### config.mk
export PLATFORM = sky130hd
export DESIGN_NAME = sgb_window
export DESIGN_NICKNAME = d
export VERILOG_FILES = /design/src/sgb_pkg.sv /design/src/sgb_window.sv
export SDC_FILE = /design/constraint.sdc
export NUM_CORES = 1
export LEC_CHECK = 0
export BUFFER_PORTS_ARGS = -buffer_cell sky130_fd_sc_hd__buf_2
export CAP_MARGIN = 40
export CORE_AREA = 2 2 87 89
export DETAILED_ROUTE_END_ITERATION = 8
export DIE_AREA = 0 0 89 91
export GPL_TIMING_DRIVEN = 0
export PLACE_DENSITY_LB_ADDON = 0.15
export SETUP_SLACK_MARGIN = 0.3
export SLEW_MARGIN = 20
export SYNTH_ARGS = -nofsm -noshare
export SYNTH_HDL_FRONTEND = slang
export SYNTH_SLANG_ARGS = --single-unit
export TNS_END_PERCENT = 100
### constraint.sdc
create_clock -name vclk -period 4
set_input_delay 0.4 -clock vclk [all_inputs]
set_output_delay 0.4 -clock vclk [all_outputs]
set_load 0.02 [all_outputs]
### src/sgb_pkg.sv
// ----------------------------------------------------------------------------
// sgb_pkg: shared types and constants of the scaled glyph blitter
// Screen geometry, field widths, operation codes and the item/result structs.
// ----------------------------------------------------------------------------
package sgb_pkg;

  // Screen geometry
  localparam int SCREEN_WIDTH  = 128;
  localparam int SCREEN_HEIGHT = 64;
  localparam int MAX_SCALE     = 8;

  localparam int NUM_PAGES   = (SCREEN_HEIGHT + 7) / 8;
  localparam int STORE_BYTES = NUM_PAGES * SCREEN_WIDTH;
  localparam int ADDR_W      = $clog2(STORE_BYTES);
  localparam int PAGE_W      = (NUM_PAGES > 1) ? $clog2(NUM_PAGES) : 1;
  localparam int ROWS_PAD    = NUM_PAGES * 8;

  // Glyph shape
  localparam int GLYPH_COLS = 5;
  localparam int GLYPH_ROWS = 7;
  localparam int COL_W      = 3;
  localparam int ROW_W      = 3;

  // Field widths
  localparam int FUNC_W  = 2;
  localparam int OX_W    = 10;
  localparam int OY_W    = 9;
  localparam int SCALE_W = 4;
  localparam int IDX_W   = 10;
  localparam int DATA_W  = 8;

  // Internal coordinate widths
  localparam int CX_W   = 11;
  localparam int PX_W   = 12;
  localparam int YPOS_W = 11;

  localparam int CURSOR_X_MAX = (1 << (CX_W - 1)) - 1;

  // Operation codes
  localparam logic [FUNC_W-1:0] FN_DRAW  = 2'd0;
  localparam logic [FUNC_W-1:0] FN_CLEAR = 2'd1;
  localparam logic [FUNC_W-1:0] FN_READ  = 2'd2;

  typedef struct packed {
    logic [FUNC_W-1:0]                       func;
    logic [GLYPH_COLS-1:0][GLYPH_ROWS-1:0]   gcol;
    logic                                    start_text;
    logic signed [OX_W-1:0]                  origin_x;
    logic signed [OY_W-1:0]                  origin_y;
    logic [SCALE_W-1:0]                      pixel_scale;
    logic [IDX_W-1:0]                        read_index;
  } item_t;

  typedef struct packed {
    logic              valid;
    logic [DATA_W-1:0] data;
  } result_t;

  // Map scale zero to one and cap at the largest supported scale
  function automatic logic [SCALE_W-1:0] clamp_scale(input logic [SCALE_W-1:0] s);
    logic [SCALE_W-1:0] r;
    r = s;
    if (s == '0) begin
      r = SCALE_W'(1);
    end else if (s > SCALE_W'(MAX_SCALE)) begin
      r = SCALE_W'(MAX_SCALE);
    end
    return r;
  endfunction

endpackage

### src/sgb_window.sv
// ----------------------------------------------------------------------------
// sgb_window: scaled row window unit
// Marks the screen rows covered by one glyph row scaled to a block of height
// scale starting at a signed row position, clipped to the screen.
// ----------------------------------------------------------------------------
module sgb_window (
  input  logic signed [sgb_pkg::YPOS_W-1:0]  ypos,
  input  logic        [sgb_pkg::SCALE_W-1:0] scale,
  output logic        [sgb_pkg::ROWS_PAD-1:0] block
);

  logic signed [sgb_pkg::YPOS_W:0] lo_ext;
  logic signed [sgb_pkg::YPOS_W:0] hi_ext;
  logic signed [sgb_pkg::YPOS_W:0] row_pos;

  // Compare every screen row against the window bounds
  always_comb begin
    lo_ext  = {ypos[sgb_pkg::YPOS_W-1], ypos};
    hi_ext  = lo_ext + $signed({{(sgb_pkg::YPOS_W + 1 - sgb_pkg::SCALE_W){1'b0}}, scale});
    row_pos = '0;
    block   = '0;
    for (int i = 0; i < sgb_pkg::ROWS_PAD; i++) begin
      row_pos  = $signed((sgb_pkg::YPOS_W + 1)'(i));
      block[i] = (row_pos >= lo_ext) && (row_pos < hi_ext) && (i < sgb_pkg::SCREEN_HEIGHT);
    end
  end

endmodule

Word level (Yosys, flattened, before mapping)
Cells that the tools add are included.

Add/subtract/negate cells: 1. Reduce and logical (&&, ||, !) cells: 64. $lt $le $gt $ge: 128.

Operators with widths (count): < comparator 7 x 12 -> 1 bit, first input constant (32); >= comparator 7 x 11 -> 1 bit, first input constant (32); < comparator 6 x 12 -> 1 bit, first input constant (16); >= comparator 6 x 11 -> 1 bit, first input constant (16); < comparator 5 x 12 -> 1 bit, first input constant (8); >= comparator 5 x 11 -> 1 bit, first input constant (8); logical AND 1 bit (64); < comparator 4 x 12 -> 1 bit, first input constant (4); >= comparator 4 x 11 -> 1 bit, first input constant (4); < comparator 3 x 12 -> 1 bit, first input constant (2); >= comparator 3 x 11 -> 1 bit, first input constant (2); adder 11 x 5 -> 12 bit (1); < comparator 1 x 12 -> 1 bit, first input constant (1); < comparator 2 x 12 -> 1 bit, first input constant (1); >= comparator 1 x 11 -> 1 bit, first input constant (1); >= comparator 2 x 11 -> 1 bit, first input constant (1).

Word-level logic and storage cells: 193. Input bits: 15. Register bits: 0. Output and inout port bits: 64.

Logic depth before layout (Yosys ltp)
Depth after elaboration: 3. Gate-level depth with buffers: 11. Gate-level depth less buffers: 8.

Least setup slack after synthesis
Ideal clock, no wire load.

Path kind: input-to-output. From: input port ypos[0] in the netlist's numbering. To: output port block[17] in the netlist's numbering. Stages: 8. Required time: 3600 ps. Path buffers: 0. Setup slack: 586 ps. Arrival: 3014 ps. Cells stage by stage: ha_1 -> fa_1 -> a211oi_1 -> nor2_1 -> mux2i_1 -> a31o_2 -> a21oi_4 -> a2111oi_0.

Cells in the longest elaborated chain, start to end: 3. Elaborated cells between the ends (all ways): 4. Those cells by class: add/sub (1); order compare (2); reduce/logical (1).

RTL lines: start: declaration (RTL line sgb_window.sv:7) `input logic signed [sgb_pkg::YPOS_W-1:0] ypos,`; adder 11 x 5 -> 12 bit (RTL line sgb_window.sv:19) `hi_ext = lo_ext + $signed({{(sgb_pkg::YPOS_W + 1 - sgb_pkg::SCALE_W){1'b0}}, scale});`; < comparator 6 x 12 -> 1 bit (RTL line sgb_window.sv:24) `block[i] = (row_pos >= lo_ext) && (row_pos < hi_ext) && (i < sgb_pkg::SCREEN_HEIGHT);`; logical AND 1 bit * (RTL line sgb_window.sv:24); end: declaration (RTL line sgb_window.sv:9) `output logic [sgb_pkg::ROWS_PAD-1:0] block`.

Every way passes the cells marked *; elsewhere a longest branch is shown, timed or not.

Worst setup path in the final report
From: input port ypos[0] in the netlist's numbering. To: output port block[20] in the netlist's numbering.

Same word-level chain as after synthesis.

==> summary.md <==
| Metric | Value |
|---|---|
| Status | complete, no violations |
| Routability cong. | approximately 0.98 |
| Width of the die | a little under 90 µm |
| Clock buffer count | 0 |
| Cell count after synthesis | 339 |
| Non-filler cells, final | slightly above 500 |
| Seq cells | 0 |
| Synth Cell Area | ~2100 µm² |
| Avg WL per Cell | 20.10 µm |
| Vias | about 3100 |
| Leakage | 1.112 nW |
| Worst setup SP type | input pin |
| Crit-path max FO | 10 |
| Crit path capture type | primary output |
| DRT Pass-1 Iters | 5 |
| Commonest cells post-synth | 65 x a21oi_1, 35 x nor2_1, 31 x o21ai_0 |
| Total of max-cap violations | 0 |
| IO Port Bufs | 75 |
| # setup viols final | 0 |
| Min Tclk post-route | around 3500 ps |
| Area grow syn2layout | 24.98% |
| Cell taking the most area after synthesis | a21oi_1 |
| Die area | roughly 8000 µm² |
| Share of layout cells above drive strength 1 | about 28% |
| I/O pin cnt | 79 |
| Post-synth top area share | between 10% and 20% |
| Synth unique cells | 56 |
| Fin. max-slew vios | 0 |
| # hold bufs at CTS | 0 |
| Vias in the first global route | ~3000 |
| Post-Route WL | ~10000 µm |
| # diodes | 0 |
| # nets final | around 440 |
| Relative slew margins | ~53% |
| DRT iter0 DRCs | about 240 |
| Post-synthesis sequential area ratio | 0% |
| Hold WC Path Type | input pin to primary output |
| Setup TNS | 0 ps |
| Placed Cells incl. Taps | ~510 |
| Largest net degree at the start of global routing | 12 |
| Total GRT Usage | between 20% and 30% |
| # rows | 31 |
| Hpwl dp | roughly 7900 µm |
| Global route overflow | 0 |
| Number of nets with antenna violations after routing | 0 |
| Area of the core | 7137 µm² |
| Fmax | around 280 MHz |
| Drt drc | 0 |
| Tcrit/Tclk final | between 80% and 90% |
| CP arrival | 3150 ps |
| Syn nets | about 360 |
| Syn. warnings | 0 |
| First-pass GRT wire length | between 15000 and 20000 µm |
| Worst EP required | 3600 ps |
| Worst-Margin Slew | about 700 ps |
| Final Hold Vio Count | 0 |
| Ranking of synthesized cells by area | a21oi_1 16%, o21ai_0 7.5%, nor2_1 6.4% |
| Initial antenna violation count | 0 |
| FF/Latch Area | 0 µm² |
| Count leader, synth | a21oi_1 |
| Initial core utilization | between 20 and 30% |
| Mapped Avg Cell Area | just over 6 µm² |
| Maximum vdd drop | ~0.069 mV |
| Post-DR vias/cell | around 6.1 |
| Setup repair after global routing missed its margin | yes |
| Chip Height | about 91 µm |
| Crit path kind | input pin to primary output |
| Cell Pwr Density | 156.6 nW/µm² |
## worst paths after layout
check,from,slack (ps),to,cells after the start
worst max-delay path,ypos[0],450,block[20],10
worst min-delay path,ypos[1],1420,block[12],5
## area by class of cell
class              count  area (µm²)
plain buffers         39       193.9
fillers              822        4552
inverters              6       22.52
multi-input cells    294        1864
well taps             99       123.9
repair buffers        76       380.4
## through the flow
step	hold slack, ps	power [mW]	instance area (µm²)	utilization (%)	worst slack, ps
global placement	1403	0.3906	2567	35.97	382.5
CTS	1412	0.3934	2567	35.97	380.1
floorplan	1009	0.2699	2068	-	586.4
finish	1422	0.4047	2585	36.22	451.9
detailed placement	1407	0.3923	2567	35.97	391.7
global route	1486	0.4356	2585	36.22	257.3
## layout by cell type (no fill, tap or decap), types with 5 or more instances in the layout
cell type / n
a211oi_1: 7
nor2_1: 35
a31oi_1: 5
nor3_1: 9
nand2_1: 27
buf_2: 85
a211oi_2: 9
o21ai_0: 31
a21oi_1: 65
a21o_1: 5
a221oi_1: 12
a2111oi_0: 7
clkbuf_1: 23
and2_1: 7
inv_1: 5
nand2b_1: 5
nand3_1: 12
and3_1: 6
## what timing repair did
item / in CTS / in global routing
endpoints found under the hold margin: 0 / 0
endpoints found under the setup margin: 0 / 19
buffers inserted: 0 / 0
gates resized for setup: 0 / 3
## cells by family after synthesis
| group | share of synthesized area (%) |
|---|---|
| compound gates | 52.99 |
| xor+xnor | 4.235 |
| fa+ha+maj | 3.388 |
| buf+inv | 10.41 |
| mux | 0.4840 |
| simple gates | 28.49 |
## critical path: stages
cell and delay, ps:
buf_2 110, ha_1 230, fa_1 450, a211oi_1 370, nor2_1 140, mux2i_1 320
a31o_2 190, a21oi_4 90, a2111oi_0 560, buf_2 280
## power breakdown
group | switching, mW | internal (mW) | leakage [nW]
Combinational | 0.285 | 0.120 | 1.11
Clock | 0 | 0 | 0
Sequential | 0 | 0 | 0
Total | 0.285 | 0.120 | 1.11
## metal layers
layer | share of wire [%] | vias to the layer above | GRT usage (%)
li1 | - | 1435 | -
met1 | 42 | 1439 | 36.64
met2 | 44 | 222 | 38.56
met3 | 9.4 | 28 | 1.818
met4 | 3.8 | 0 | 9.950
met5 | 0 | - | 0
No activity file was read; power rests on OpenSTA's default activity.
