File: config.mk
export PLATFORM = sky130hd
export DESIGN_NAME = sgb_engine
export DESIGN_NICKNAME = d
export VERILOG_FILES = /design/src/sgb_pkg.sv /design/src/sgb_engine.sv
export SDC_FILE = /design/constraint.sdc
export NUM_CORES = 1
export LEC_CHECK = 0
export ABC_CLOCK_PERIOD_IN_PS = 5900
export BUFFER_PORTS_ARGS = -buffer_cell sky130_fd_sc_hd__clkbuf_2
export CAP_MARGIN = 20
export CORE_AREA = 2 2 207 209
export DETAILED_ROUTE_END_ITERATION = 6
export DIE_AREA = 0 0 209 211
export PLACE_DENSITY = 0.76
export SLEW_MARGIN = 0
export SYNTH_ARGS = -nofsm -noshare
export SYNTH_HDL_FRONTEND = slang
export SYNTH_SLANG_ARGS = --single-unit
File: constraint.sdc
create_clock -name clk -period 5.9 [get_ports clk]
set_input_delay 1.77 -clock clk [delete_from_list [all_inputs] [get_ports clk]]
set_output_delay 1.77 -clock clk [all_outputs]
set_load 0.01 [all_outputs]
File: src/sgb_pkg.sv
// ----------------------------------------------------------------------------
// sgb_pkg: shared types and constants of the scaled glyph blitter
// Screen geometry, field widths, operation codes and the item/result structs.
// ----------------------------------------------------------------------------
package sgb_pkg;

  // Screen geometry
  localparam int SCREEN_WIDTH  = 128;
  localparam int SCREEN_HEIGHT = 64;
  localparam int MAX_SCALE     = 8;

  localparam int NUM_PAGES   = (SCREEN_HEIGHT + 7) / 8;
  localparam int STORE_BYTES = NUM_PAGES * SCREEN_WIDTH;
  localparam int ADDR_W      = $clog2(STORE_BYTES);
  localparam int PAGE_W      = (NUM_PAGES > 1) ? $clog2(NUM_PAGES) : 1;
  localparam int ROWS_PAD    = NUM_PAGES * 8;

  // Glyph shape
  localparam int GLYPH_COLS = 5;
  localparam int GLYPH_ROWS = 7;
  localparam int COL_W      = 3;
  localparam int ROW_W      = 3;

  // Field widths
  localparam int FUNC_W  = 2;
  localparam int OX_W    = 10;
  localparam int OY_W    = 9;
  localparam int SCALE_W = 4;
  localparam int IDX_W   = 10;
  localparam int DATA_W  = 8;

  // Internal coordinate widths
  localparam int CX_W   = 11;
  localparam int PX_W   = 12;
  localparam int YPOS_W = 11;

  localparam int CURSOR_X_MAX = (1 << (CX_W - 1)) - 1;

  // Operation codes
  localparam logic [FUNC_W-1:0] FN_DRAW  = 2'd0;
  localparam logic [FUNC_W-1:0] FN_CLEAR = 2'd1;
  localparam logic [FUNC_W-1:0] FN_READ  = 2'd2;

  typedef struct packed {
    logic [FUNC_W-1:0]                       func;
    logic [GLYPH_COLS-1:0][GLYPH_ROWS-1:0]   gcol;
    logic                                    start_text;
    logic signed [OX_W-1:0]                  origin_x;
    logic signed [OY_W-1:0]                  origin_y;
    logic [SCALE_W-1:0]                      pixel_scale;
    logic [IDX_W-1:0]                        read_index;
  } item_t;

  typedef struct packed {
    logic              valid;
    logic [DATA_W-1:0] data;
  } result_t;

  // Map scale zero to one and cap at the largest supported scale
  function automatic logic [SCALE_W-1:0] clamp_scale(input logic [SCALE_W-1:0] s);
    logic [SCALE_W-1:0] r;
    r = s;
    if (s == '0) begin
      r = SCALE_W'(1);
    end else if (s > SCALE_W'(MAX_SCALE)) begin
      r = SCALE_W'(MAX_SCALE);
    end
    return r;
  endfunction

endpackage

File: src/sgb_engine.sv
// ----------------------------------------------------------------------------
// sgb_engine: blitter sequencer
// Clears the store, builds the scaled column masks row by row through the
// window unit, then walks each screen column and page doing read-modify-write
// into the frame store. Also serves byte reads and keeps the text cursor.
// ----------------------------------------------------------------------------
module sgb_engine (
  input  logic                                clk,
  input  logic                                rst_n,
  input  logic                                go,
  input  sgb_pkg::item_t                      item,
  output logic                                idle,
  input  logic                                out_free,
  output sgb_pkg::result_t                    res,
  output logic                                ram_we,
  output logic [sgb_pkg::ADDR_W-1:0]          ram_waddr,
  output logic [sgb_pkg::DATA_W-1:0]          ram_wdata,
  output logic [sgb_pkg::ADDR_W-1:0]          ram_raddr,
  input  logic [sgb_pkg::DATA_W-1:0]          ram_rdata,
  output logic signed [sgb_pkg::YPOS_W-1:0]   win_ypos,
  output logic [sgb_pkg::SCALE_W-1:0]         win_scale,
  input  logic [sgb_pkg::ROWS_PAD-1:0]        win_block
);

  localparam logic [2:0] ST_CLR  = 3'd0;
  localparam logic [2:0] ST_IDLE = 3'd1;
  localparam logic [2:0] ST_ROWS = 3'd2;
  localparam logic [2:0] ST_COLS = 3'd3;
  localparam logic [2:0] ST_PAGE = 3'd4;
  localparam logic [2:0] ST_WR   = 3'd5;
  localparam logic [2:0] ST_RD   = 3'd6;
  localparam logic [2:0] ST_OUT  = 3'd7;

  logic [2:0] state_r, state_nxt;
  logic [sgb_pkg::ADDR_W-1:0] clr_r, clr_nxt;
  logic signed [sgb_pkg::CX_W-1:0] cursor_x_r, cursor_x_nxt;
  logic signed [sgb_pkg::OY_W-1:0] cursor_y_r, cursor_y_nxt;
  logic [sgb_pkg::SCALE_W-1:0] cursor_scale_r, cursor_scale_nxt;

  logic [sgb_pkg::GLYPH_COLS-1:0][sgb_pkg::GLYPH_ROWS-1:0] gcol_r, gcol_nxt;
  logic [sgb_pkg::GLYPH_COLS-1:0][sgb_pkg::ROWS_PAD-1:0] mask_r, mask_nxt;
  logic signed [sgb_pkg::YPOS_W-1:0] ypos_r, ypos_nxt;
  logic signed [sgb_pkg::PX_W-1:0] px_r, px_nxt;
  logic [sgb_pkg::ROW_W-1:0] r_r, r_nxt;
  logic [sgb_pkg::COL_W-1:0] c_r, c_nxt;
  logic [sgb_pkg::SCALE_W-1:0] dx_r, dx_nxt;
  logic [sgb_pkg::PAGE_W-1:0] page_r, page_nxt;
  logic [sgb_pkg::ADDR_W-1:0] base_r, base_nxt;
  logic [sgb_pkg::ADDR_W-1:0] addr_r, addr_nxt;
  logic [sgb_pkg::DATA_W-1:0] res_data_r, res_data_nxt;

  logic [sgb_pkg::SCALE_W-1:0] s_new;
  logic signed [sgb_pkg::PX_W-1:0] x0_ext;
  logic signed [sgb_pkg::PX_W-1:0] six_s;
  logic signed [sgb_pkg::PX_W-1:0] x_sum;
  logic signed [sgb_pkg::OY_W-1:0] y0;
  logic [sgb_pkg::ROWS_PAD-1:0] cur_mask;
  logic [sgb_pkg::DATA_W-1:0] page_byte;
  logic [sgb_pkg::ADDR_W-1:0] px_addr;
  logic on_screen;
  logic page_last;
  logic col_last;
  logic dx_last;
  logic do_adv;
  logic do_page_step;

  // Column mask byte for the current column and page
  always_comb begin
    cur_mask  = mask_r[c_r];
    page_byte = cur_mask[{page_r, 3'b000} +: 8];
    px_addr   = sgb_pkg::ADDR_W'(px_r);
    on_screen = (px_r >= 0) && (px_r < sgb_pkg::SCREEN_WIDTH);
    page_last = (page_r == sgb_pkg::PAGE_W'(sgb_pkg::NUM_PAGES - 1));
    dx_last   = (dx_r == cursor_scale_r - sgb_pkg::SCALE_W'(1));
    col_last  = (c_r == sgb_pkg::COL_W'(sgb_pkg::GLYPH_COLS - 1)) && dx_last;
  end

  // Cursor set-up for a draw item
  always_comb begin
    if (item.start_text) begin
      s_new  = sgb_pkg::clamp_scale(item.pixel_scale);
      x0_ext = sgb_pkg::PX_W'(item.origin_x);
      y0     = item.origin_y;
    end else begin
      s_new  = cursor_scale_r;
      x0_ext = sgb_pkg::PX_W'(cursor_x_r);
      y0     = cursor_y_r;
    end
    six_s = $signed((sgb_pkg::PX_W'(s_new) << 2) + (sgb_pkg::PX_W'(s_new) << 1));
    x_sum = x0_ext + six_s;
  end

  // Shared window unit sees the current row block
  assign win_ypos  = ypos_r;
  assign win_scale = cursor_scale_r;

  // Sequencer
  always_comb begin
    state_nxt        = state_r;
    clr_nxt          = clr_r;
    cursor_x_nxt     = cursor_x_r;
    cursor_y_nxt     = cursor_y_r;
    cursor_scale_nxt = cursor_scale_r;
    gcol_nxt         = gcol_r;
    mask_nxt         = mask_r;
    ypos_nxt         = ypos_r;
    px_nxt           = px_r;
    r_nxt            = r_r;
    c_nxt            = c_r;
    dx_nxt           = dx_r;
    page_nxt         = page_r;
    base_nxt         = base_r;
    addr_nxt         = addr_r;
    res_data_nxt     = res_data_r;
    ram_we           = 1'b0;
    ram_waddr        = addr_r;
    ram_wdata        = ram_rdata | page_byte;
    ram_raddr        = base_r + px_addr;
    res.valid        = 1'b0;
    res.data         = res_data_r;
    do_adv           = 1'b0;
    do_page_step     = 1'b0;

    unique case (state_r)
      // Sweep zeros through the whole store
      ST_CLR: begin
        ram_we    = 1'b1;
        ram_waddr = clr_r;
        ram_wdata = '0;
        clr_nxt   = clr_r + sgb_pkg::ADDR_W'(1);
        if (clr_r == sgb_pkg::ADDR_W'(sgb_pkg::STORE_BYTES - 1)) begin
          state_nxt = ST_IDLE;
        end
      end
      // Take the next item
      ST_IDLE: begin
        ram_raddr = sgb_pkg::ADDR_W'(item.read_index);
        if (go) begin
          case (item.func)
            sgb_pkg::FN_DRAW: begin
              cursor_scale_nxt = s_new;
              cursor_y_nxt     = y0;
              if (x_sum > sgb_pkg::PX_W'(sgb_pkg::CURSOR_X_MAX)) begin
                cursor_x_nxt = sgb_pkg::CX_W'(sgb_pkg::CURSOR_X_MAX);
              end else begin
                cursor_x_nxt = sgb_pkg::CX_W'(x_sum);
              end
              px_nxt    = x0_ext;
              ypos_nxt  = sgb_pkg::YPOS_W'(y0);
              gcol_nxt  = item.gcol;
              mask_nxt  = '0;
              r_nxt     = '0;
              state_nxt = ST_ROWS;
            end
            sgb_pkg::FN_CLEAR: begin
              clr_nxt   = '0;
              state_nxt = ST_CLR;
            end
            sgb_pkg::FN_READ: begin
              if (32'(item.read_index) < 32'(sgb_pkg::STORE_BYTES)) begin
                state_nxt = ST_RD;
              end else begin
                res_data_nxt = '0;
                state_nxt    = ST_OUT;
              end
            end
            default: begin
              state_nxt = ST_IDLE;
            end
          endcase
        end
      end
      // Build the column masks one glyph row per cycle
      ST_ROWS: begin
        for (int k = 0; k < sgb_pkg::GLYPH_COLS; k++) begin
          if (gcol_r[k][r_r]) begin
            mask_nxt[k] = mask_r[k] | win_block;
          end
        end
        ypos_nxt = ypos_r + $signed({{(sgb_pkg::YPOS_W - sgb_pkg::SCALE_W){1'b0}},
                                     cursor_scale_r});
        r_nxt    = r_r + sgb_pkg::ROW_W'(1);
        if (r_r == sgb_pkg::ROW_W'(sgb_pkg::GLYPH_ROWS - 1)) begin
          c_nxt     = '0;
          dx_nxt    = '0;
          state_nxt = ST_COLS;
        end
      end
      // Enter the page walk for a visible column, drop clipped ones
      ST_COLS: begin
        if (on_screen) begin
          page_nxt  = '0;
          base_nxt  = '0;
          state_nxt = ST_PAGE;
        end else begin
          do_adv = 1'b1;
        end
      end
      // Issue the read for a page with pixels to set
      ST_PAGE: begin
        if (page_byte != '0) begin
          addr_nxt  = base_r + px_addr;
          state_nxt = ST_WR;
        end else begin
          do_page_step = 1'b1;
        end
      end
      // Merge the pixels and write back
      ST_WR: begin
        ram_we       = 1'b1;
        do_page_step = 1'b1;
      end
      // Capture the read byte
      ST_RD: begin
        res_data_nxt = ram_rdata;
        state_nxt    = ST_OUT;
      end
      // Hand the result over once the output register is free
      ST_OUT: begin
        res.valid = 1'b1;
        if (out_free) begin
          state_nxt = ST_IDLE;
        end
      end
    endcase

    // Advance to the next page, or the next column after the last page
    if (do_page_step) begin
      if (page_last) begin
        do_adv = 1'b1;
      end else begin
        page_nxt  = page_r + sgb_pkg::PAGE_W'(1);
        base_nxt  = base_r + sgb_pkg::ADDR_W'(sgb_pkg::SCREEN_WIDTH);
        state_nxt = ST_PAGE;
      end
    end

    // Advance to the next screen column of the glyph
    if (do_adv) begin
      px_nxt = px_r + sgb_pkg::PX_W'(1);
      if (dx_last) begin
        dx_nxt = '0;
        c_nxt  = c_r + sgb_pkg::COL_W'(1);
      end else begin
        dx_nxt = dx_r + sgb_pkg::SCALE_W'(1);
      end
      state_nxt = col_last ? ST_IDLE : ST_COLS;
    end
  end

  assign idle = (state_r == ST_IDLE);

  // Control state and cursor
  always_ff @(posedge clk) begin
    if (!rst_n) begin
      state_r        <= ST_CLR;
      clr_r          <= '0;
      cursor_x_r     <= '0;
      cursor_y_r     <= '0;
      cursor_scale_r <= sgb_pkg::SCALE_W'(1);
    end else begin
      state_r        <= state_nxt;
      clr_r          <= clr_nxt;
      cursor_x_r     <= cursor_x_nxt;
      cursor_y_r     <= cursor_y_nxt;
      cursor_scale_r <= cursor_scale_nxt;
    end
  end

  // Working registers
  always_ff @(posedge clk) begin
    gcol_r     <= gcol_nxt;
    mask_r     <= mask_nxt;
    ypos_r     <= ypos_nxt;
    px_r       <= px_nxt;
    r_r        <= r_nxt;
    c_r        <= c_nxt;
    dx_r       <= dx_nxt;
    page_r     <= page_nxt;
    base_r     <= base_nxt;
    addr_r     <= addr_nxt;
    res_data_r <= res_data_nxt;
  end

  // A write-back always comes straight after the page state that issued its read
  a_wr_after_page: assert property (@(posedge clk) disable iff (!rst_n)
    state_r == ST_WR |-> $past(state_r) == ST_PAGE)
    else $error("write-back without preceding read");

  // Only columns on the screen reach the page walk
  a_page_clipped: assert property (@(posedge clk) disable iff (!rst_n)
    state_r == ST_PAGE |-> (px_r >= 0 && px_r < sgb_pkg::SCREEN_WIDTH))
    else $error("page walk on clipped column");

  // The clearing sweep ends only after the last byte
  a_clear_complete: assert property (@(posedge clk) disable iff (!rst_n)
    (state_r == ST_IDLE && $past(state_r) == ST_CLR)
      |-> $past(clr_r) == sgb_pkg::ADDR_W'(sgb_pkg::STORE_BYTES - 1))
    else $error("clearing sweep left early");

endmodule

# Word-level counts from Yosys, hierarchy flattened
# Cells that the tools add are included.
# W data, S select, Z words.
dict set report totals {
  rom_bits 0
  n_memories 0
  latch_bits 0
  register_bits 456
  out_inout_bits 54
  ramBits 0
  wordCells 174
}
dict set report classes {
  div_mod_pow 0
  bitwise 6
  reduce_logical 25
  mux 78
  mul 0
  order_cmp 6
  n_addsub 12
  shifts 1
  eq_ne 22
}
# operator n
set ops {}
lappend ops {{$mux W320} 2}
lappend ops {{$pmux W320 S2} 1}
lappend ops {{$mux W64} 6}
lappend ops {{$or A64 B64 Y64} 5}
lappend ops {{$bmux W64 S3} 1}
lappend ops {{$mux W10} 8}
lappend ops {{$shiftx A64 B7 Y8} 1}
lappend ops {{$mux W12} 5}
lappend ops {{$mux W3} 19}
lappend ops {{$mux W11} 3}
lappend ops {{$mux W4} 7}
lappend ops {{$pmux W11 S2} 1}
lappend ops {{$eq A3 B3 Y1 const B} 7}
lappend ops {{$pmux W3 S7} 1}
lappend ops {{$pmux W10 S2} 1}
lappend ops {{$reduce_and A4 Y1} 5}
lappend ops {{$bmux W1 S3} 5}
lappend ops {{$reduce_bool A2 Y1} 7}
lappend ops {{$add A12 B2 Y12 const B} 1}
lappend ops {{$add A12 B8 Y12} 1}
lappend ops {{$ge A12 B1 Y1 const B} 1}
lappend ops {{$gt A12 B11 Y1 const B} 1}
lappend ops {{$lt A12 B9 Y1 const B} 1}
lappend ops {{$mux W1} 12}
lappend ops {{other kinds (33)} 48}

# Logic depth before layout (Yosys ltp)
# Gate-level depths: netlist of run 1.
dict set report depth {
  depth_word 9
  mapped_depth 18
  mapped_depth_nobuf 17
}

# Worst setup path before layout of run 1
# OpenSTA, ideal clock, no wires.
dict set report synth_timing {
  kind {input to register}
  start {input item[69] (netlist bit)}
  end {register mask_r[0] (netlist bit) (enable)}
  slack_ns 0.214
  setup_time_ns 0.507
  t_arrival_ns 5.179
  n_path_buf 0
  t_required_ns 5.393
  path_stages 3
  path_cell_list {o21ai_0 > nand2_1 > a21oi_1}
}
dict set report synth_between {
  elab_chain_len 3
}
# element line
set synth_lines {}
lappend synth_lines {{start, declared} sgb_engine.sv:11} ;# input sgb_pkg::item_t item,
lappend synth_lines {{$logic_not A2 Y1} sgb_engine.sv:139} ;# case (item.func)
lappend synth_lines {{$ne A2 B1 Y1 (no line)} n/a}
lappend synth_lines {{$reduce_and A4 Y1 (no line)} n/a}
lappend synth_lines {{end signal, assigned} sgb_engine.sv:273} ;# mask_r <= mask_nxt;
lappend synth_lines {{end, declared} sgb_engine.sv:41} ;# logic [sgb_pkg::GLYPH_COLS-1:0][sgb_pkg::ROWS_PAD-1:0] mask_r, mask_nxt;
# Every way passes these cells.
# A chain may end at the register's enable or synchronous reset.

# Final worst setup path of run 1
dict set report layout_timing {
  start {register c_r[2] (netlist bit)}
  end {output ram_wdata[2] (netlist bit)}
}
dict set report layout_between {
  elab_chain_len 5
}
# element line
set layout_lines {}
lappend layout_lines {{start, declared} sgb_engine.sv:45} ;# logic [sgb_pkg::COL_W-1:0] c_r, c_nxt;
lappend layout_lines {{start signal, assigned} sgb_engine.sv:277} ;# c_r <= c_nxt;
lappend layout_lines {{$bmux W64 S3} sgb_engine.sv:69} ;# cur_mask = mask_r[c_r];
lappend layout_lines {{$mux W64 (not written as such)} sgb_engine.sv:69}
lappend layout_lines {{$shiftx A64 B7 Y8} sgb_engine.sv:70} ;# page_byte = cur_mask[{page_r, 3'b000} +: 8];
lappend layout_lines {{$or A8 B8 Y8} sgb_engine.sv:117} ;# ram_wdata = ram_rdata | page_byte;
lappend layout_lines {{$mux W8} sgb_engine.sv:124} ;# unique case (state_r)
lappend layout_lines {{end, declared} sgb_engine.sv:17} ;# output logic [sgb_pkg::DATA_W-1:0] ram_wdata,
# Every way passes these cells. The select of a mux whose other input is x is not followed.

==> results.md, run 1 <==
- Yosys cell types: 77
- EDFF count, synth: between 400 and 500
- Post-synth top flop: edfxtp_1
- Logic pwr share: roughly 4.3%
- Flop pwr share: between 50% and 60%
- Max-cap viol count: 0
- Skew final: a little under 0.03 ns
- Port Buf Inserts: 200
- Worst Reg-to-Reg Cells: 9
- GRT overflow: 0
- Int Pwr: 5.42 mW
- Slew margin rel.: under 10%
- Cell count after synthesis: ~2000
- Sw Ratio: a little over a fifth
- Fraction of layout cells with a size suffix above 1: approximately 18%
- Hold Fails Final Rpt: 0
- Area contributors post-synth: edfxtp_1 55%, nor2_1 12%, mux2i_1 4.9%
- Initial antenna violation count: 3
- Deepest clock path buffer count: 3
- Async set-reset flop share out of synthesis: 0%
- Site Rows: 75
- Critical path capture point type: output pin
- Sw power: 1.43 mW
- Fin util: between 60% and 70%
- Syn Nets: approximately 2200
- CP startpoint kind: flop
- Pins Over Slew Limit: 0
- Setup tns final: 0 ns
- Io pins: 201
- 1st-pass router iterations: 7
- Part of the power in the clock network: between 40 and 50%
- CTS tree: built
- Clk_lat worst skew: 0.59 ns
- Dominant cell by count in the synthesized netlist: nor2_1
- Worst EP arrival: 3.54 ns
- Critical path class: reg -> out
- Post-DP HPWL: 39000 um
- Clock buffer count from CTS: 48
- Critical Path RT: approximately 4.1 ns
- Status: completed
- PostCTS Resize Cnt: 0
- Starting Density: 53.8%
- Final cycle utilization of the critical path: 89.9%
- Area leader, netlist: edfxtp_1
- Worst-path clk slew: roughly 0.06 ns
- 1st-iter DRT viols: 1732
- RSZ-0062 raised after global routing: false
- # Post-CTS Setup Buffers: 0
- Worst Hold Class: reg -> reg
- Wire per inst: 20.9 um
- Die H: between 200 and 250 um
- Synth top cells by count: 708 x nor2_1, 410 x edfxtp_1, 109 x mux2i_1
- Largest net degree at the start of global routing: approximately 270
- Hold_buf cts: 0
- Die Span X: about 210 um
- Final Setup Violations: 0
- H-tree levels: 2
- DRC: 0
- Maximum vdd drop: ~0.20 mV
- Register area share after synthesis: about three fifths
- Gpl congestion: around 0.92
- Number of global-route vias before repair: ~16000
- Mapped Avg Cell Area: roughly 11 um2
- Synth warn: 0
- FMAX: ~190 MHz
- Final ANT Viol Nets: 0
- Die area: ~44000 um2
- Min-Delay Path Depth: 2
- Final net count: 2371
- Pwr per Cell Area: around 270 nW/um2
- CTS root buf: clkbuf_16
- Total Routing Usage GR: 26.3%
- Clock tree sinks: around 460
- Core Box Area: 41800 um2
- Post-synth design cell area: 22500 um2
- Via count: between 15000 and 20000
- #FFs+latches synth: about 460
- Area added between synthesis and finish: 13.9%
- First-pass GRT wire length: 90000 um
- Minimum clock period after layout: ~5.3 ns
- Leakage power: 9.66 nW
- Final WL: just under 60000 um
- Crit-path max FO: 16
- Via-to-Cell Ratio: about 5.9
- Worst-margin pin slew: 1.43 ns
- Top cell type's share of synthesized area: between 50% and 60%
==> metrics by stage <==
stage	hold WS [ns]	total power, mW	setup slack (ns)	area (um2)	cells
after global routing	0.489	7.04	0.475	25600	2761
final	0.466	6.85	0.594	25600	2761
after global placement	0.450	3.84	0.623	24000	2674
after CTS	0.468	6.89	0.591	25600	2759
after floorplan	0.439	3.71	0.214	22500	2001
after detailed placement	0.459	3.85	0.457	24000	2674
==> cell usage in the layout, fill, tap and decap left out, types with 6 or more instances in the layout <==
| master | instances |
|---|---|
| nor2_1 | 707 |
| o21ai_0 | 58 |
| nor3_1 | 18 |
| o211a_1 | 8 |
| nor2b_1 | 14 |
| and3_1 | 11 |
| a21o_1 | 7 |
| nand2b_1 | 16 |
| clkinv_2 | 6 |
| mux4_2 | 38 |
| mux2_2 | 28 |
| dfxtp_1 | 44 |
| o22ai_1 | 22 |
| mux2i_1 | 109 |
| clkinv_1 | 9 |
| nand3_1 | 13 |
| ha_1 | 35 |
| or4_1 | 6 |
| xnor2_1 | 31 |
| edfxtp_1 | 410 |
| xor2_1 | 19 |
| and2_1 | 9 |
| inv_1 | 37 |
| nand2_1 | 81 |
| nand4_1 | 9 |
| a21boi_0 | 10 |
| clkbuf_16 | 50 |
| bufinv_16 | 6 |
| clkbuf_2 | 200 |
| or3_1 | 9 |
| a31oi_1 | 10 |
| a21oi_1 | 35 |
| buf_4 | 27 |
| o211ai_1 | 16 |
| clkbuf_1 | 10 |
==> worst max-delay path, stage by stage (launching register included) <==
cell and delay, ns:
dfxtp_1 0.70, nand2b_1 0.32, buf_4 0.34, nor3_1 0.09, nor4_1 0.76, nor3_1 0.21
a21oi_1 0.30, nor2_1 0.08, clkbuf_2 0.13
==> registers in the layout, summed over array words and instances (netlist names) <==
name / cells
cursor_y_r: 9
dx_r: 4
r_r: 3
res_data_r: 8
mask_r: 320
clr_r: 10
win_ypos: 11
gcol_r: 35
addr_r: 10
win_scale: 4
cursor_x_r: 11
base_r: 10
c_r: 3
page_r: 3
px_r: 12
state_r: 3
==> per-layer routing <==
metal / global-route usage, % / wire (um)
met4: 11.5 / 2420
met3: 4.28 / 4580
met5: 0 / 15
met1: 34.2 / 22700
met2: 44.0 / 28100
==> area by class of cell <==
cell class                 instances  area, um2
sequential                       456      13200
clock buffer                      61       1300
clock inverter                    24        275
fill                            3251      16200
multi-input combinational       1410       8650
antenna                            2       5.00
inverter                          38        143
tap                              539        674
timing repair buffer             231       1280
==> logic make-up after synthesis <==
| logic type | Yosys count | synth area share, % |
|---|---|---|
| xor gates and xnor gates | 50 | 1.95 |
| adders and majority gates | 39 | 2.31 |
| and+or+nand+nor | 927 | 17.2 |
| AOI/OAI and AO/OA | 215 | 6.25 |
| DFF | 456 | 58.9 |
| muxes | 179 | 10.5 |
| buffers and inverters | 135 | 2.91 |
==> power groups by stage <==
stage / registers, mW / logic, mW / clock network (mW)
global route: 3.49 / 0.320 / 3.22
detailed placement: 3.56 / 0.289 / 0
finish: 3.49 / 0.294 / 3.06
global placement: 3.56 / 0.283 / 0
CTS: 3.49 / 0.292 / 3.11
floorplan: 3.55 / 0.156 / 0
==> path summary, 6_finish.rpt <==
check	start	endpoint	slack, ns
setup reg to reg	c_r[2]	px_r[10]	1.39
hold reg to reg	cursor_y_r[8]	cursor_y_r[8]	0.47
hold / removal	cursor_y_r[8]	cursor_y_r[8]	0.47
setup / recovery	c_r[2]	ram_wdata[2]	0.59
Note: power is estimated with default switching activity, not from simulation.
==> inputs of run 2 (changes only) <==
- ABC_CLOCK_PERIOD_IN_PS: 5900 -> not set
- PLACE_DENSITY: 0.76 -> 0.78
==> run 2 against run 1 <==
Combinational power fell by 2%. Clock skew fell by 0.0054 ns. Die area did not move. Final area fell by 0.38%. Count of clock-buffer cells in the layout fell by 1. Critical path depth rose by 1. Via count fell by 0.23%. Clock power fell by 6%. Sequential share of layout area rose by 0.20 points. Final cell count barely moved.
==> results.md, run 2 (synthesis results as in run 1) <==
- Status: completed
- Max incr delay on CP: 0.68 ns (-0.08 ns)
- Clock tree sinks: 456 (unchanged)
- Clock buffer count from CTS: 47 (-2.1%)
- 1st-pass router iterations: 6 (-1)
- Post-DP HPWL: 39400 um (+0.95%)
- Commonest non-fill, non-tap cells in the layout: 707 x nor2_1, 410 x edfxtp_1, 200 x clkbuf_2, 109 x mux2i_1, 81 x nand2_1
- RR Startpoint: page_r[0]
- RSZ-0062 raised after global routing: false
- Hold_buf cts: 0 (unchanged)
- Leading cell type in the layout, fill and taps excluded: nor2_1
- CP startpoint kind: flop
- Critical path class: reg -> out
- Die area: 44100 um2 (unchanged)
- Critical Path RT: 4.13 ns (about the same)
- Final WL: 57300 um (-0.90%)
- Die H: 211 um (unchanged)
- Gpl congestion: 0.954 (+3.9%)
- DRC: 0 (unchanged)
- Io pins: 201 (unchanged)
- Final Setup Violations: 0 (unchanged)
- Core Box Area: 41800 um2 (unchanged)
- R2R setup slack: 1.36 ns (-0.03 ns)
- Setup crit start: c_r[2]
- FMAX: 188 MHz (-0.37%)
- Deepest clock path buffer count: 3 (unchanged)
- Crit-path max FO: 15 (-1)
- Skew final: 0.0243 ns (-0.00541 ns)
- # Post-CTS Setup Buffers: 0 (unchanged)
- Via-to-Cell Ratio: 5.91 (-0.30%)
- Number of global-route vias before repair: 16100 (+0.031%)
- Wire per inst: 20.7 um (-0.98%)
- Pwr per Cell Area: 262 nW/um2 (-2.4%)
- Worst-path clk slew: 0.06 ns (about the same)
- FF-to-FF End: px_r[11]
- Worst EP arrival: 3.56 ns (+0.02 ns)
- Die Span X: 209 um (unchanged)
- Fraction of layout cells with a size suffix above 1: 17.6% (+0.061 points)
- Slew margin rel.: 27.2% (+23 points)
- Max FFs per register: 320 (unchanged)
- CP Cell Sequence: buf_4 > or3b_1 > o22ai_1 > nor3_1 > a211o_1 > a21oi_1 > nor2_1 > nor2_1 > clkbuf_2
- CTS root buf: clkbuf_16
- Most used cell along the critical path: nor2_1
- Placement Cell Area: 24000 um2 (-0.14%)
- Leakage power: 9.62 nW (-0.49%)
- Largest net degree at the start of global routing: 114 (-58%)
- Critical path capture point type: output pin
- Minimum clock period after layout: 5.33 ns (+0.0197 ns)
- Top reg by flops: mask_r
- Hold Fails Final Rpt: 0 (unchanged)
- Starting Density: 53.8% (unchanged)
- H-tree levels: 2 (unchanged)
- Biggest regs: mask_r x320, gcol_r x35, px_r x12
- Pins Over Slew Limit: 0 (unchanged)
- Worst-margin pin slew: 1.09 ns (-0.341 ns)
- GRT overflow: 0 (unchanged)
- Initial antenna violation count: 6 (+3)
- PostCTS Resize Cnt: 0 (unchanged)
- 1st-iter DRT viols: 1598 (-7.7%)
- Total Routing Usage GR: 25.9% (-0.45 points)
- Final cycle utilization of the critical path: 90.3% (+0.33 points)
- Hold Startpoint: cursor_y_r[4]
- Clk_lat worst skew: 0.59 ns (about the same)
- End of the critical path: ram_wdata[6]
- Final net count: 2370 (-0.042%)
- CTS tree: built
- Worst Reg-to-Reg Cells: 8 (-1)
- Final ANT Viol Nets: 0 (unchanged)
- Port Buf Inserts: 200 (unchanged)
- Site Rows: 75 (unchanged)
- Via count: 16300 (-0.23%)
- Max-cap viol count: 0 (unchanged)
- Area added between synthesis and finish: 13.5%
- Setup tns final: 0 ns (unchanged)
- First-pass GRT wire length: 88600 um (-1.6%)
- Design area: 25500 um2 (-0.38%)
- Maximum vdd drop: 0.241 mV (+22%)
- Slowest CP cell: dfxtp_1
- Worst Hold Class: reg -> reg
==> run 2: how the worst min path moves through the flow <==
stage | slack (ns) | end | cells after the start
CTS | 0.47 | cursor_y_r[4] | 2
floorplan | 0.44 | cursor_y_r[1] | 2
detailed placement | 0.47 | cursor_y_r[4] | 2
finish | 0.47 | cursor_y_r[4] | 2
global placement | 0.45 | cursor_y_r[1] | 2
global route | 0.49 | cursor_y_r[1] | 2
==> run 2: final cells by class <==
| type | instances | area [um2] |
|---|---|---|
| clock buffer | 60 | 1300 |
| antenna | 6 | 15.0 |
| inverter | 38 | 143 |
| sequential | 456 | 13200 |
| tap | 539 | 674 |
| fill | 3240 | 16300 |
| clock inverter | 23 | 179 |
| multi-input combinational | 1410 | 8650 |
| timing repair buffer | 231 | 1280 |
==> run 2: critical path, delay by kind of cell (launching register included) <==
| kind | cells | cell delay, ns |
|---|---|---|
| DFF | 1 | 0.68 |
| AOI/OAI and AO/OA | 3 | 0.97 |
| buffers and inverters | 2 | 0.47 |
| and+or+nand+nor | 4 | 0.84 |
==> run 2: where the power goes <==
group | total [mW] | internal (mW) | leakage (nW) | switching, mW
sequential | 3.49 | 3.48 | 4.16 | 0.0139
clock | 2.88 | 1.64 | 0.719 | 1.24
combinational | 0.288 | 0.123 | 4.74 | 0.165
==> run 2: metrics by stage <==
stage / power, mW / hold slack, ns / utilization (%) / setup WS, ns / std cells
global route: 6.85 / 0.493 / 61.0 / 0.477 / 2760
finish: 6.66 / 0.471 / 61.0 / 0.574 / 2763
CTS: 6.70 / 0.475 / 60.9 / 0.634 / 2756
global placement: 3.84 / 0.451 / 57.4 / 0.631 / 2673
detailed placement: 3.84 / 0.466 / 57.4 / 0.460 / 2673
floorplan: 3.71 / 0.439 / - / 0.214 / 2001
==> run 2: routing by layer <==
layer / share of wire, % / track usage, % / up-vias / routed length, um
met4: 3.5 / 10.1 / 2 / 2000
met1: 39 / 32.9 / 7986 / 22300
met5: 0.016 / 0 / - / 9
li1: - / - / 7473 / -
met2: 49 / 43.7 / 740 / 28000
met3: 8.7 / 5.50 / 129 / 5010
==> inputs of run 3 (changes only) <==
- RECOVER_POWER: not set -> 25
==> run 3 against run 2 <==
The flow now finishes with violations (max-capacitance violations, max-slew violations). Core utilization decreased by 0.096 points. Critical path depth decreased by 2. Register-to-register slack got worse by 0.55 ns. Largest power group unchanged.
==> results.md, run 3 (synthesis results as in run 1) <==
- Status: finished, violations left
- Failing checks: max-capacitance violations, max-slew violations
- Biggest regs: mask_r x320, gcol_r x35, px_r x12
- CP startpoint kind: flop
- Top reg by flops: mask_r
- Leading cell type in the layout, fill and taps excluded: nor2_1
- Core Box Area: 41800 um2 (unchanged)
- Hold_buf cts: 0 (unchanged)
- Port Buf Inserts: 200 (unchanged)
- FMAX: 187 MHz (-0.16%)
- Critical Path RT: 4.13 ns (about the same)
- Die Span X: 209 um (unchanged)
- Hold Fails Final Rpt: 0 (unchanged)
- Worst-margin pin slew: 3.13 ns (+2.04 ns)
- Placement Cell Area: 24000 um2 (unchanged)
- Io pins: 201 (unchanged)
- Final net count: 2370 (unchanged)
- Critical path capture point type: output pin
- Final cycle utilization of the critical path: 90.4% (+0.14 points)
- H-tree levels: 2 (unchanged)
- Final ANT Viol Nets: 0 (unchanged)
- Worst Hold Class: reg -> reg
- Area added between synthesis and finish: 13.3%
- Initial antenna violation count: 6 (unchanged)
- Wire per inst: 20.7 um (-0.29%)
- Via-to-Cell Ratio: 5.91 (about the same)
- Slowest CP cell: dfxtp_4
- Clk_lat worst skew: 0.60 ns (about the same)
- Total Routing Usage GR: 25.9% (unchanged)
- Max FFs per register: 320 (unchanged)
- CP top delay family: simple AND/OR/NAND/NOR gates
- Number of global-route vias before repair: 16100 (unchanged)
- PostCTS Resize Cnt: 0 (unchanged)
- Max-cap viol count: 1 (+1)
- DRC: 0 (unchanged)
- Design area: 25400 um2 (-0.16%)
- Via count: 16300 (-0.024%)
- Minimum clock period after layout: 5.33 ns (+0.00846 ns)
- Post-DP HPWL: 39400 um (unchanged)
- Critical path class: reg -> out
- Clock tree sinks: 456 (unchanged)
- Fraction of layout cells with a size suffix above 1: 16.6% (-1.0 points)
- Largest net degree at the start of global routing: 114 (unchanged)
- Die area: 44100 um2 (unchanged)
- Sw power: 1.43 mW (+0.20%)
- 1st-pass router iterations: 5 (-1)
- Final WL: 57100 um (-0.29%)
- # Post-CTS Setup Buffers: 0 (unchanged)
- Die H: 211 um (unchanged)
- GRT overflow: 0 (unchanged)
- CTS root buf: clkbuf_16
- Critical path buffers and inverters: 1 (-1)
- Leakage power: 9.54 nW (-0.80%)
- Starting Density: 53.8% (unchanged)
- Max incr delay on CP: 0.90 ns (+0.22 ns)
- CP Cell Sequence: mux2i_1 > o22ai_1 > nor4_1 > nor3_1 > a21oi_1 > nor2_1 > clkbuf_2
- Worst-path clk slew: 0.06 ns (about the same)
- Pins Over Slew Limit: 86 (+86)
- Flop pwr share: 52.4% (about the same)
- Worst EP arrival: 3.56 ns (about the same)
- Post-Layout Cell Count: 2763 (unchanged)
- Final Setup Violations: 0 (unchanged)
- Int Pwr: 5.24 mW (about the same)
- Skew final: 0.0243 ns (+0.0000219 ns)
- Sw Ratio: 21.4% (+0.037 points)
- RSZ-0062 raised after global routing: false
- Slew margin rel.: -109% (-140 points)
- 1st-iter DRT viols: 1579 (-1.2%)
- Setup tns final: 0 ns (unchanged)
- Logic pwr share: 4.3% (about the same)
- Crit-path max FO: 45 (+30)
- Pwr per Cell Area: 262 nW/um2 (+0.18%)
- Part of the power in the clock network: 43.3% (about the same)
- Worst hold margin: 0.473 ns (+0.00175 ns)
- Commonest non-fill, non-tap cells in the layout: 707 x nor2_1, 410 x edfxtp_1, 180 x clkbuf_2, 109 x mux2i_1, 81 x nand2_1
- Site Rows: 75 (unchanged)
- Fin util: 60.9% (-0.096 points)
- Maximum vdd drop: 0.242 mV (+0.50%)
- Placed insts: 2673 (unchanged)
- CTS tree: built
- Clock buffer count from CTS: 47 (unchanged)
- Gpl congestion: 0.954 (unchanged)
- Deepest clock path buffer count: 3 (unchanged)
- First-pass GRT wire length: 88600 um (unchanged)
run 3: cell count changes in the layout (fill, tap and decap cells not counted):
| cell | before | now |
|---|---|---|
| clkbuf_2 | 200 | 180 |
| nand2b_4 | 1 | 0 |
| clkbuf_1 | 8 | 30 |
| buf_4 | 28 | 26 |
| nand2b_1 | 16 | 17 |
run 3: worst min-delay path: cells and delay by family, from the launching register on:
family	cells	cell delay, ns
simple gates	1	0.05
compound gates	1	0.07
flops	1	0.31
run 3: routing by layer:
metal	routed length, um	vias up	track usage, %
met1	21900	7945	32.9
met3	5290	128	5.50
li1	-	7476	-
met2	27900	775	43.7
met4	2040	2	10.1
met5	9	-	0
run 3: area by class of cell:
type                            instances  area, um2
Tap cell                              539        674
Multi-Input combinational cell       1410       8640
Clock buffer                           60       1300
Timing Repair Buffer                  231       1250
Sequential cell                       456      13200
Fill cell                            3260      16300
Inverter                               38        143
Antenna cell                            6       15.0
Clock inverter                         23        179
run 3: power by group through the flow:
stage | registers [mW] | logic, mW | clock network [mW]
floorplan | 3.55 | 0.156 | 0
global placement | 3.56 | 0.274 | 0
detailed placement | 3.56 | 0.282 | 0
CTS | 3.49 | 0.285 | 2.92
global route | 3.49 | 0.311 | 3.04
finish | 3.49 | 0.287 | 2.88
run 3: path summary, 6_finish.rpt:
kind	slack [ns]	cells after the start	start	endpoint
min reg2reg	0.47	2	cursor_y_r[4]	cursor_y_r[4]
max	0.57	7	page_r[0]	ram_wdata[2]
min	0.47	2	cursor_y_r[4]	cursor_y_r[4]
max reg2reg	0.81	5	state_r[2]	mask_r[3]
run 3: metrics by stage:
stage          setup slack (ns)  total power, mW
4_1_cts                   0.634             6.70
5_1_grt                   0.368             6.84
3_5_place_dp              0.460             3.84
3_3_place_gp              0.631             3.84
2_1_floorplan             0.214             3.71
6_report                  0.566             6.67
